===== src/rtl/lbse_pkg.sv =====
package lbse_pkg;

    localparam int NUM_SLOTS = 4;
    localparam int NUM_LEDS  = 8;
    localparam int SLOT_W    = (NUM_SLOTS > 1) ? $clog2(NUM_SLOTS) : 1;

    typedef enum logic [2:0] {
        OP_TICK  = 3'd0,
        OP_START = 3'd1,
        OP_STOP  = 3'd2,
        OP_ON    = 3'd3,
        OP_OFF   = 3'd4
    } op_t;

    typedef enum logic [2:0] {
        ST_IDLE,
        ST_SCAN,
        ST_LOAD,
        ST_MOD,
        ST_FINISH
    } state_t;

    typedef struct packed {
        logic [31:0] start;
        logic [15:0] period;
        logic [15:0] duration;
    } slot_entry_t;

endpackage


===== src/rtl/led_blink_slot_engine.sv =====
// Channel  Direction  Handshake            Payload
// in       input      in_valid / in_stall  opcode, led_index, period_ms, duration_ms
// out      output     out_valid / out_stall led_levels, blinking_mask, start_accepted
//
// One transaction is handled at a time. Start, stop, on, off and unused codes go
// straight from idle to the finish state. A tick walks every slot in turn: a free
// slot is skipped, a slot in use is read from the table, an expired one is freed and
// the others run the remainder unit, two bits per step, until its done flag is seen.
// Reset frees all slots, turns all LEDs off and zeroes the millisecond counter.
// A finished result waits in the output register while out_stall is high.
module led_blink_slot_engine (
    input  logic        clk,
    input  logic        rst_n,
    input  logic        in_valid,
    output logic        in_stall,
    input  logic [2:0]  opcode,
    input  logic [2:0]  led_index,
    input  logic [15:0] period_ms,
    input  logic [15:0] duration_ms,
    output logic        out_valid,
    input  logic        out_stall,
    output logic [7:0]  led_levels,
    output logic [7:0]  blinking_mask,
    output logic        start_accepted
);

    localparam int SW = lbse_pkg::SLOT_W;
    localparam int NS = lbse_pkg::NUM_SLOTS;

    lbse_pkg::state_t state_reg;
    lbse_pkg::state_t state_next;

    logic [SW-1:0]   slot_reg;
    logic [SW-1:0]   slot_next;
    logic [31:0]     now_reg;
    logic [31:0]     now_next;
    logic [NS-1:0]   valid_reg;
    logic [NS-1:0]   valid_next;
    logic [7:0]      level_reg;
    logic [7:0]      level_next;
    logic            accepted_reg;
    logic            accepted_next;
    logic            out_valid_reg;
    logic            out_valid_next;
    logic [7:0]      out_levels_reg;
    logic [7:0]      out_blink_reg;
    logic            out_accepted_reg;
    logic [2:0]      slot_led_reg [NS];

    lbse_pkg::slot_entry_t mem [NS];
    lbse_pkg::slot_entry_t wr_data;
    lbse_pkg::slot_entry_t rd_data_reg;
    logic                  wr_en;
    logic [SW-1:0]         wr_addr;
    logic                  rd_en;

    lbse_pkg::op_t op;
    logic          led_ok;
    logic          free_found;
    logic [SW-1:0] free_slot;
    logic [7:0]    blink_mask;
    logic          last_slot;
    logic [31:0]   elapsed;
    logic          expired;
    logic          load_out;
    logic          out_free;
    logic          mod_start;
    logic          mod_done;
    logic [15:0]   mod_rem;
    logic [2:0]    cur_led;

    assign op        = lbse_pkg::op_t'(opcode);
    assign led_ok    = 32'(led_index) < lbse_pkg::NUM_LEDS;
    assign last_slot = (slot_reg == SW'(NS - 1));
    assign cur_led   = slot_led_reg[slot_reg];
    assign elapsed   = now_reg - rd_data_reg.start;
    assign expired   = (rd_data_reg.duration != 16'd0) && (elapsed > {16'd0, rd_data_reg.duration});
    assign out_free  = !out_valid_reg || !out_stall;
    assign in_stall  = (state_reg != lbse_pkg::ST_IDLE);

    // Lowest free slot wins.
    always_comb
    begin
        free_found = 1'b0;
        free_slot  = '0;
        for (int s = NS - 1; s >= 0; s--)
        begin
            if (!valid_reg[s])
            begin
                free_found = 1'b1;
                free_slot  = SW'(s);
            end
        end
    end

    always_comb
    begin
        blink_mask = '0;
        for (int s = 0; s < NS; s++)
        begin
            if (valid_reg[s])
            begin
                blink_mask[slot_led_reg[s]] = 1'b1;
            end
        end
    end

    assign wr_addr          = free_slot;
    assign wr_data.start    = now_reg;
    assign wr_data.period   = (period_ms == 16'd0) ? 16'd1 : period_ms;
    assign wr_data.duration = duration_ms;

    lbse_mod_unit u_mod (
        .clk       (clk),
        .rst_n     (rst_n),
        .start     (mod_start),
        .dividend  (elapsed),
        .divisor   (rd_data_reg.period),
        .done      (mod_done),
        .remainder (mod_rem)
    );

    always_comb
    begin
        state_next = state_reg;
        unique case (state_reg)
            lbse_pkg::ST_IDLE:
            begin
                if (in_valid)
                begin
                    state_next = (op == lbse_pkg::OP_TICK) ? lbse_pkg::ST_SCAN
                                                           : lbse_pkg::ST_FINISH;
                end
            end
            lbse_pkg::ST_SCAN:
            begin
                if (valid_reg[slot_reg])
                begin
                    state_next = lbse_pkg::ST_LOAD;
                end
                else if (last_slot)
                begin
                    state_next = lbse_pkg::ST_FINISH;
                end
            end
            lbse_pkg::ST_LOAD:
            begin
                if (!expired)
                begin
                    state_next = lbse_pkg::ST_MOD;
                end
                else
                begin
                    state_next = last_slot ? lbse_pkg::ST_FINISH : lbse_pkg::ST_SCAN;
                end
            end
            lbse_pkg::ST_MOD:
            begin
                if (mod_done)
                begin
                    state_next = last_slot ? lbse_pkg::ST_FINISH : lbse_pkg::ST_SCAN;
                end
            end
            lbse_pkg::ST_FINISH:
            begin
                if (out_free)
                begin
                    state_next = lbse_pkg::ST_IDLE;
                end
            end
            default:
            begin
                state_next = lbse_pkg::ST_IDLE;
            end
        endcase
    end

    always_comb
    begin
        slot_next     = slot_reg;
        now_next      = now_reg;
        valid_next    = valid_reg;
        level_next    = level_reg;
        accepted_next = accepted_reg;
        wr_en         = 1'b0;
        rd_en         = 1'b0;
        mod_start     = 1'b0;
        load_out      = 1'b0;
        unique case (state_reg)
            lbse_pkg::ST_IDLE:
            begin
                if (in_valid)
                begin
                    accepted_next = 1'b0;
                    slot_next     = '0;
                    case (op)
                        lbse_pkg::OP_TICK:
                        begin
                            now_next = now_reg + 32'd1;
                        end
                        lbse_pkg::OP_START:
                        begin
                            if (led_ok && free_found)
                            begin
                                valid_next[free_slot] = 1'b1;
                                wr_en                 = 1'b1;
                                accepted_next         = 1'b1;
                            end
                        end
                        lbse_pkg::OP_STOP:
                        begin
                            if (led_ok)
                            begin
                                for (int s = 0; s < NS; s++)
                                begin
                                    if (slot_led_reg[s] == led_index)
                                    begin
                                        valid_next[s] = 1'b0;
                                    end
                                end
                                level_next[led_index] = 1'b0;
                            end
                        end
                        lbse_pkg::OP_ON:
                        begin
                            if (led_ok)
                            begin
                                level_next[led_index] = 1'b1;
                            end
                        end
                        lbse_pkg::OP_OFF:
                        begin
                            if (led_ok)
                            begin
                                level_next[led_index] = 1'b0;
                            end
                        end
                        default:
                        begin
                        end
                    endcase
                end
            end
            lbse_pkg::ST_SCAN:
            begin
                if (valid_reg[slot_reg])
                begin
                    rd_en = 1'b1;
                end
                else if (!last_slot)
                begin
                    slot_next = slot_reg + 1'b1;
                end
            end
            lbse_pkg::ST_LOAD:
            begin
                if (expired)
                begin
                    valid_next[slot_reg] = 1'b0;
                    level_next[cur_led]  = 1'b0;
                    if (!last_slot)
                    begin
                        slot_next = slot_reg + 1'b1;
                    end
                end
                else
                begin
                    mod_start = 1'b1;
                end
            end
            lbse_pkg::ST_MOD:
            begin
                if (mod_done)
                begin
                    level_next[cur_led] = (mod_rem > (rd_data_reg.period >> 1));
                    if (!last_slot)
                    begin
                        slot_next = slot_reg + 1'b1;
                    end
                end
            end
            lbse_pkg::ST_FINISH:
            begin
                load_out = out_free;
            end
            default:
            begin
            end
        endcase
    end

    always_comb
    begin
        out_valid_next = out_valid_reg;
        if (load_out)
        begin
            out_valid_next = 1'b1;
        end
        else if (out_valid_reg && !out_stall)
        begin
            out_valid_next = 1'b0;
        end
    end

    always_ff @(posedge clk or negedge rst_n)
    begin
        if (!rst_n)
        begin
            state_reg     <= lbse_pkg::ST_IDLE;
            slot_reg      <= '0;
            now_reg       <= '0;
            valid_reg     <= '0;
            level_reg     <= '0;
            accepted_reg  <= 1'b0;
            out_valid_reg <= 1'b0;
        end
        else
        begin
            state_reg     <= state_next;
            slot_reg      <= slot_next;
            now_reg       <= now_next;
            valid_reg     <= valid_next;
            level_reg     <= level_next;
            accepted_reg  <= accepted_next;
            out_valid_reg <= out_valid_next;
        end
    end

    always_ff @(posedge clk)
    begin
        if (load_out)
        begin
            out_levels_reg   <= level_reg;
            out_blink_reg    <= blink_mask;
            out_accepted_reg <= accepted_reg;
        end
        if (wr_en)
        begin
            slot_led_reg[wr_addr] <= led_index;
        end
    end

    // Slot table: one write port for start, one registered read port for the walk.
    always_ff @(posedge clk)
    begin
        if (wr_en)
        begin
            mem[wr_addr] <= wr_data;
        end
        if (rd_en)
        begin
            rd_data_reg <= mem[slot_reg];
        end
    end

    assign out_valid      = out_valid_reg;
    assign led_levels     = out_levels_reg;
    assign blinking_mask  = out_blink_reg;
    assign start_accepted = out_accepted_reg;

endmodule


===== src/rtl/lbse_mod_unit.sv =====
module lbse_mod_unit (
    input  logic        clk,
    input  logic        rst_n,
    input  logic        start,
    input  logic [31:0] dividend,
    input  logic [15:0] divisor,
    output logic        done,
    output logic [15:0] remainder
);

    localparam int BITS_PER_STEP = 2;
    localparam int STEPS         = 32 / BITS_PER_STEP;
    localparam int CNT_W         = $clog2(STEPS);

    logic             busy_reg;
    logic             done_reg;
    logic [CNT_W-1:0] cnt_reg;
    logic [15:0]      rem_reg;
    logic [15:0]      rem_next;
    logic [31:0]      dvd_reg;
    logic [31:0]      dvd_next;
    logic [15:0]      dvs_reg;

    // Restoring remainder, two dividend bits per cycle.
    always_comb
    begin
        logic [16:0] trial;
        rem_next = rem_reg;
        dvd_next = dvd_reg;
        for (int i = 0; i < BITS_PER_STEP; i++)
        begin
            trial    = {rem_next, dvd_next[31]};
            dvd_next = {dvd_next[30:0], 1'b0};
            if (trial >= {1'b0, dvs_reg})
            begin
                rem_next = 16'(trial - {1'b0, dvs_reg});
            end
            else
            begin
                rem_next = trial[15:0];
            end
        end
    end

    always_ff @(posedge clk or negedge rst_n)
    begin
        if (!rst_n)
        begin
            busy_reg <= 1'b0;
            done_reg <= 1'b0;
            cnt_reg  <= '0;
        end
        else if (start)
        begin
            busy_reg <= 1'b1;
            done_reg <= 1'b0;
            cnt_reg  <= '0;
        end
        else if (busy_reg)
        begin
            cnt_reg <= cnt_reg + 1'b1;
            if (cnt_reg == CNT_W'(STEPS - 1))
            begin
                busy_reg <= 1'b0;
                done_reg <= 1'b1;
            end
        end
        else
        begin
            done_reg <= 1'b0;
        end
    end

    always_ff @(posedge clk)
    begin
        if (start)
        begin
            rem_reg <= '0;
            dvd_reg <= dividend;
            dvs_reg <= divisor;
        end
        else if (busy_reg)
        begin
            rem_reg <= rem_next;
            dvd_reg <= dvd_next;
        end
    end

    assign done      = done_reg;
    assign remainder = rem_reg;

endmodule

===== config.mk =====
export PLATFORM = sky130hd
export DESIGN_NAME = led_blink_slot_engine
export DESIGN_NICKNAME = d
export VERILOG_FILES = /design/src/rtl/lbse_pkg.sv /design/src/rtl/led_blink_slot_engine.sv /design/src/rtl/lbse_mod_unit.sv
export SDC_FILE = /design/constraint.sdc
export NUM_CORES = 1
export LEC_CHECK = 0
export BUFFER_PORTS_ARGS = -buffer_cell sky130_fd_sc_hd__buf_2
export CAP_MARGIN = 25
export CORE_MARGIN = 2
export CORE_UTILIZATION = 40
export DETAILED_ROUTE_END_ITERATION = 10
export PLACE_DENSITY = 0.64
export SYNTH_ARGS = -nofsm -noshare
export SYNTH_HDL_FRONTEND = slang
export SYNTH_SLANG_ARGS = --single-unit

===== constraint.sdc =====
create_clock -name clk -period 8.9 [get_ports clk]
set_input_delay 0 -clock clk [delete_from_list [all_inputs] [get_ports clk]]
set_output_delay 0 -clock clk [all_outputs]
set_load 0.02 [all_outputs]

Yosys cells after proc, flatten, opt, wreduce, memory -nomap -nowiden
Memories as Yosys holds them, arrays and structs flattened. A register that Yosys moved wholly into a read port is not among the register bits.
Index checks and enable logic that the tools add are counted.
{ "op_classes": {"n_addsub": 6, "order_cmp": 20, "n_eq_ne": 28, "n_mux": 86, "bitwise_logic": 11, "n_reduce_logical": 33} }
{ "op_table": {"columns": ["op", "count"], "rows": [
  ["$mux W32", 2],
  ["$mux W8", 7],
  ["$mux W16", 3],
  ["$mux W1", 36],
  ["$ge A17 B16 Y1", 2],
  ["$add A32 B1 Y32 const B", 1],
  ["$gt A32 B16 Y1", 1],
  ["$or A8 B8 Y8", 4],
  ["$sub A16 B16 Y16", 2],
  ["$sub A32 B32 Y32", 1],
  ["$lt A3 B4 Y1 const B", 6],
  ["$mux W3", 8],
  ["$pmux W8 S3", 1],
  ["$reduce_and A6 Y1", 4],
  ["$ne A3 B3 Y1 const B", 7],
  ["$mux W4", 5],
  ["$demux W1 S3", 6],
  ["$ge A3 B1 Y1 const B", 6],
  ["$mux W2", 9],
  ["$and A8 B8 Y8", 2],
  ["$gt A16 B15 Y1", 1],
  ["$logic_not A16 Y1", 1],
  ["$not A8 Y8", 2],
  ["$pmux W4 S2", 2],
  ["other kinds (36)", 65]
]} }
{ "word_totals": {"ff_bits": 138, "ram_bits": 268, "input_bits": 42, "output_inout_bits": 19, "wordCells": 205, "mem_count": 2} }
{ "memory_table": {"columns": ["name", "words", "width", "read_ports", "rd_clocked_by_memory_dff", "write_ports", "line", "source"], "rows": [
  ["mem", 4, 64, 1, 1, 1, "led_blink_slot_engine.sv:50", "lbse_pkg::slot_entry_t mem [NS];"],
  ["slot_led_reg", 4, 3, 5, 0, 1, "led_blink_slot_engine.sv:48", "logic [2:0] slot_led_reg [NS];"]
]} }

Logic depth before layout (Yosys ltp)
{ "depth": {"depth_word": 13, "mapped_depth": 24, "ltp_nobuf": 22} }

Hierarchy
Synthesis repeated with hierarchy kept, for this count alone.
{ "hier_totals": {"cells_unflattened": 1740, "area_unflattened_um2": 23445.0} }
{ "by_module_without_submodules": {"columns": ["mod", "instances", "cells_per_inst", "area_per_inst_um2", "seq_area_each_um2"], "rows": [
  ["led_blink_slot_engine", 1, 1292, 18774.3, 11756.3],
  ["lbse_mod_unit", 1, 448, 4670.7, 1911.8]
]} }

Least setup slack after synthesis
Ideal clock, no wire load.
{ "synth_timing": {"kind": "reg-to-reg", "from": "reg slot_reg[0]", "to": "reg slot_reg[0]", "setup_time_ns": 0.130, "t_arrival_ns": 8.922, "required_ns": 8.770, "path_slack_ns": -0.152, "path_stages_with_launch": 6, "path_buffers": 1, "synth_period_minus_slack_ns": 9.052, "path_cell_list": "dfrtp_1 -> clkbuf_1 -> mux4_2 -> nor4b_1 -> nor3_1 -> mux2_2"} }
{ "synth_via": {"elab_chain_len": 4, "elab_cells_between_ends": 11, "cone_classes": "add/sub: 1; eq/ne: 2; mux: 7; reduce/logical: 1"} }
{ "synth_rtl": {"columns": ["element", "line", "source"], "rows": [
  ["start: declaration", "led_blink_slot_engine.sv:33", "logic [SW-1:0] slot_reg;"],
  ["start signal: assignment", "led_blink_slot_engine.sv:320", "slot_reg <= slot_next;"],
  ["$add A2 B1 Y2, or another cell as far along", "led_blink_slot_engine.sv:252, led_blink_slot_engine.sv:263, led_blink_slot_engine.sv:278", null],
  ["$mux W2 or $mux W1 (tied branches)", null, null],
  ["$mux W2, or another cell as far along", "led_blink_slot_engine.sv:273", "if (mod_done)"],
  ["$pmux W2 S4 or $reduce_and A5 Y1 (tied branches)", null, null]
]} }
Parallel ways exist; a longest one is shown, timed or not. The select of a mux whose other input is x is not followed.
A chain may end at the register's enable or synchronous reset.

Worst setup path in the final report
{ "layout_timing": {"from": "reg u_mod.dvs_reg[1]", "to": "reg u_mod.rem_reg[12] (netlist: u_mod.remainder[12])"} }
{ "layout_via": {"elab_chain_len": 4, "elab_cells_between_ends": 6, "cone_classes": "add/sub: 2; order compare: 2; mux: 2"} }
{ "layout_rtl": {"columns": ["element", "line", "source"], "rows": [
  ["start: declaration", "lbse_mod_unit.sv:22", "logic [15:0] dvs_reg;"],
  ["start signal: assignment", "lbse_mod_unit.sv:80", "dvs_reg <= divisor;"],
  ["$sub A16 B16 Y16 or $ge A17 B16 Y1 (tied branches)", "lbse_mod_unit.sv:36, lbse_mod_unit.sv:34", null],
  ["$mux W16", "lbse_mod_unit.sv:34", "if (trial >= {1'b0, dvs_reg})"],
  ["$sub A16 B16 Y16 or $ge A17 B16 Y1 (tied branches)", "lbse_mod_unit.sv:36, lbse_mod_unit.sv:34", null],
  ["$mux W16 *", "lbse_mod_unit.sv:34", null],
  ["end signal: assignment", "lbse_mod_unit.sv:84", "rem_reg <= rem_next;"],
  ["end: declaration", "lbse_mod_unit.sv:18", "logic [15:0] rem_reg;"]
]} }
Mark *: on every way between the ends. The rest lies on a longest branch, timed or not.

==> results.ini <==
[synth]
synth_fp_nets=1794
synth-edff-count=397
syn-instance-count=1649
synth_seq_cells=470
avgSynthCellArea_sq_um=13.6
seq_area_frac_synth=0.609
synth.distinct_cells=77
synth_ff_type=edfxtp_1
synth_area_sq_um=22400
yosys_warnings=0
async_flop_share=0.121

[status]
status=complete, no violations

[clock_network]
clk_path_buf_depth=3
root_buffer=clkbuf_16
insertion_delay_ps=570
cts_tree=yes
numCtsBuffers=48
clock_sinks=470
clkTransAtPathRegs_ps=60
htree_num_levels=2
cts_setup_buffers=0

[critical_path]
cp_slowest_cell=a21o_1
worstSetupStartpointType=register
rr_endpoint=u_mod.remainder[12]$_SDFFE_PP0P_
crit-reg2reg-launch=u_mod.dvs_reg[1]$_DFFE_PP_
cp_max_fo=28
reg2regPathDepth=21
required_ps=9380
crit_family=compound AO/OA/AOI/OAI gates
end_kind=register
worst_ep_arrival_time_ps=6290
crit_chain=inv_1 > ha_1 > nor2b_1 > o31ai_1 > a21oi_1 > a211o_1 > nor3_1 > o211ai_1 > buf_4 > nand2_1 > o21ai_0 > ha_1 > o21ai_0 > a21oi_1 > o211ai_1 > a21oi_1 > o221ai_1 > o221ai_1 > a21o_1 > o21ai_0 > a211oi_1
reg2reg_setup_slack_ps=3080
cpPeakStageDelay_ps=690
critPathKind=reg2reg
cp.buffers_inverters=2

[layout]
final_cells=2540
fin_util=0.463
drive_above_1_share=0.147
nNetsFinal=1896
largest_reg_flops=256
syn_to_final_growth_pct=14.1

[detailed_routing]
wl_per_cell_microns=18.6
drtIter0Drc=975
routed_wl_mm=47.3
via_count=13600
drcViolationCount=0
vias_per_cell=5.34
drtPass1Iterations=5
drtAntennaViolNets=0

[timing]
period_share=0.653
setup_viol=0
rsz0062_at_grt=false
slew_headroom=0.331
fin_worst_skew_ps=15.3
period_needed_ps=5820
finalHoldViolCount=0
worstMarginPinSlew_ps=999
tns_ps=0
fmax_ghz=0.172
drv_slew=0

[power]
power.net_switching_mw=1.63
p_comb_frac=0.203
total_leakage_power_nw=9.43
powerDensity_nw_per_um2=227
power_frac_seq=0.457
p_int_mw=4.17
p_sw_frac=0.281
peakVddDrop_v=0.000134
clkPwrFrac=0.340

[worst_hold_path]
hold_class=in2reg
whs_path_depth=3
min_from=opcode[1]
min_to=valid_reg[0]$_DFFE_PN0P_

[place]
port_buffers=60
post-dp-hpwl_mm=31.4
place_inst=2405
place.gp.congestion=0.908

[global_routing]
grt_use_met1=0.226
grt_util_all_layers=0.166
grt_max_degree=58
grtUsageMet3=0.0232
overflow=0
use_met2=0.279
busiest_layer=met2
grt_pass1_vias=13600
grt_pass1_wl_mm=75.3
antenna_found_initial=0

[die]
die_x_microns=241
coreArea_sq_um=55300
die_area_sq_um=58000
num_rows=86
die_h_microns=241
ios=61
start_util=0.406

[job]
drv_cap=0

-- stage by stage --
stage / worst slack, ps / hold slack [ps] / total power [mW] / area [sq um]
after floorplan: 1730 / -296 / 3.53 / 22400
after global placement: 2770 / 210 / 3.83 / 23600
after detailed placement: 2690 / 220 / 3.85 / 23600
after CTS: 2680 / 9.38 / 5.85 / 25500
after global routing: 2530 / 66.5 / 6.10 / 25600
final: 3080 / 44.8 / 5.80 / 25600
-- tightest hold or removal path: cells and delay by family --
kind | cells | cell delay, ps
AND/OR/NAND/NOR | 2 | 430
buffers and inverters | 1 | 140
-- metal layers --
layer	wire [microns]	share of wire
met5	0	0
met1	21300	0.45
met4	922	0.020
met3	2210	0.047
met2	22800	0.48
-- power groups by stage --
| stage | logic [mW] | clock network (mW) | registers (mW) |
|---|---|---|---|
| detailed placement | 1.15 | 0 | 2.70 |
| global placement | 1.13 | 0 | 2.70 |
| CTS | 1.17 | 2.02 | 2.66 |
| floorplan | 0.846 | 0 | 2.68 |
| global route | 1.31 | 2.11 | 2.68 |
| finish | 1.18 | 1.97 | 2.65 |
-- how the worst max path moves through the flow --
stage                                from                                to  slack, ps  cells after the start
6_report       u_mod.dvs_reg[1]$_DFFE_PP_  u_mod.remainder[12]$_SDFFE_PP0P_       3080                     21
3_5_place_dp       now_reg[4]$_DFFE_PN0P_       u_mod.dvd_reg[25]$_DFFE_PP_       2690                     18
5_1_grt            now_reg[0]$_DFFE_PN0P_       u_mod.dvd_reg[18]$_DFFE_PP_       2530                     20
4_1_cts            now_reg[4]$_DFFE_PN0P_       u_mod.dvd_reg[25]$_DFFE_PP_       2680                     18
2_1_floorplan    state_reg[1]$_DFFE_PN0P_               mem[1][0]$_DFFE_PP_       1730                      7
3_3_place_gp       now_reg[0]$_DFFE_PN0P_       u_mod.dvd_reg[13]$_DFFE_PP_       2770                     19
-- cells by family (layout without fill, tap and decap cells) --
logic type      count (synthesis)  after routing  share of synthesized area
flops                         470            470                      0.609
simple gates                  386            386                     0.0830
compound gates                301            301                     0.0907
buf+inv                       178            320                     0.0314
mux                           111            111                     0.0885
fa+ha+maj                     103            103                     0.0584
xor+xnor                      100            100                     0.0390
other cells                     0              1                          0
-- cell usage after synthesis (4+ instances only) --
cell	number	share of area
nor2_1	99	0.017
a221o_1	4	0.0018
nand4_1	25	0.0070
or3_1	9	0.0025
mux2_2	24	0.012
mux2i_1	15	0.0067
mux2_1	5	0.0025
a21o_1	23	0.0077
a21oi_1	92	0.021
xor2_1	44	0.017
a31oi_1	11	0.0031
a211o_1	4	0.0016
nor3_1	30	0.0067
mux4_2	67	0.067
o311ai_0	4	0.0016
o221ai_1	4	0.0016
a211oi_1	21	0.0070
edfxtp_1	397	0.53
nor2b_1	21	0.0059
buf_1	9	0.0015
a22oi_1	5	0.0017
o22a_1	9	0.0035
o31ai_1	9	0.0030
xnor2_1	56	0.022
nand2b_1	20	0.0056
o21ai_0	40	0.0089
dfrtp_1	57	0.064
inv_1	109	0.018
clkbuf_1	51	0.0085
buf_4	5	0.0017
dfxtp_1	16	0.014
nor4_1	14	0.0039
o211ai_1	15	0.0050
nand2_1	103	0.017
and3_1	19	0.0053
o21a_1	8	0.0027
o22ai_1	9	0.0025
o21bai_1	6	0.0020
nand3_1	27	0.0060
ha_1	100	0.056
or2_2	5	0.0014
-- cells in the final DEF, fill, tap and decap left out, types with 27 or more instances in the layout --
master,count
buf_2,60
nor3_1,28
dlygate4sd3_1,41
clkbuf_16,49
edfxtp_1,397
nand3_1,27
ha_1,100
nand2_1,103
inv_1,109
xor2_1,44
mux4_2,67
dfrtp_1,55
o21ai_0,40
xnor2_1,56
a21oi_1,90
nor2_1,99
-- layout make-up --
cell class                 count  area (sq um)
antenna                        1          2.50
clock buffer                  64          1310
clock inverter                26           236
fill                        4885         29700
inverter                     109           409
multi-input combinational   1001          8120
sequential                   470         13700
tap                          748           936
timing repair buffer         121           916
-- repair_timing --
action | 4_1_cts | 5_1_grt
hold buffers | 41 | 0
resized for setup | 0 | 0
hold endpoints to repair | 206 | 0
Power figures use the tool's default switching activity.
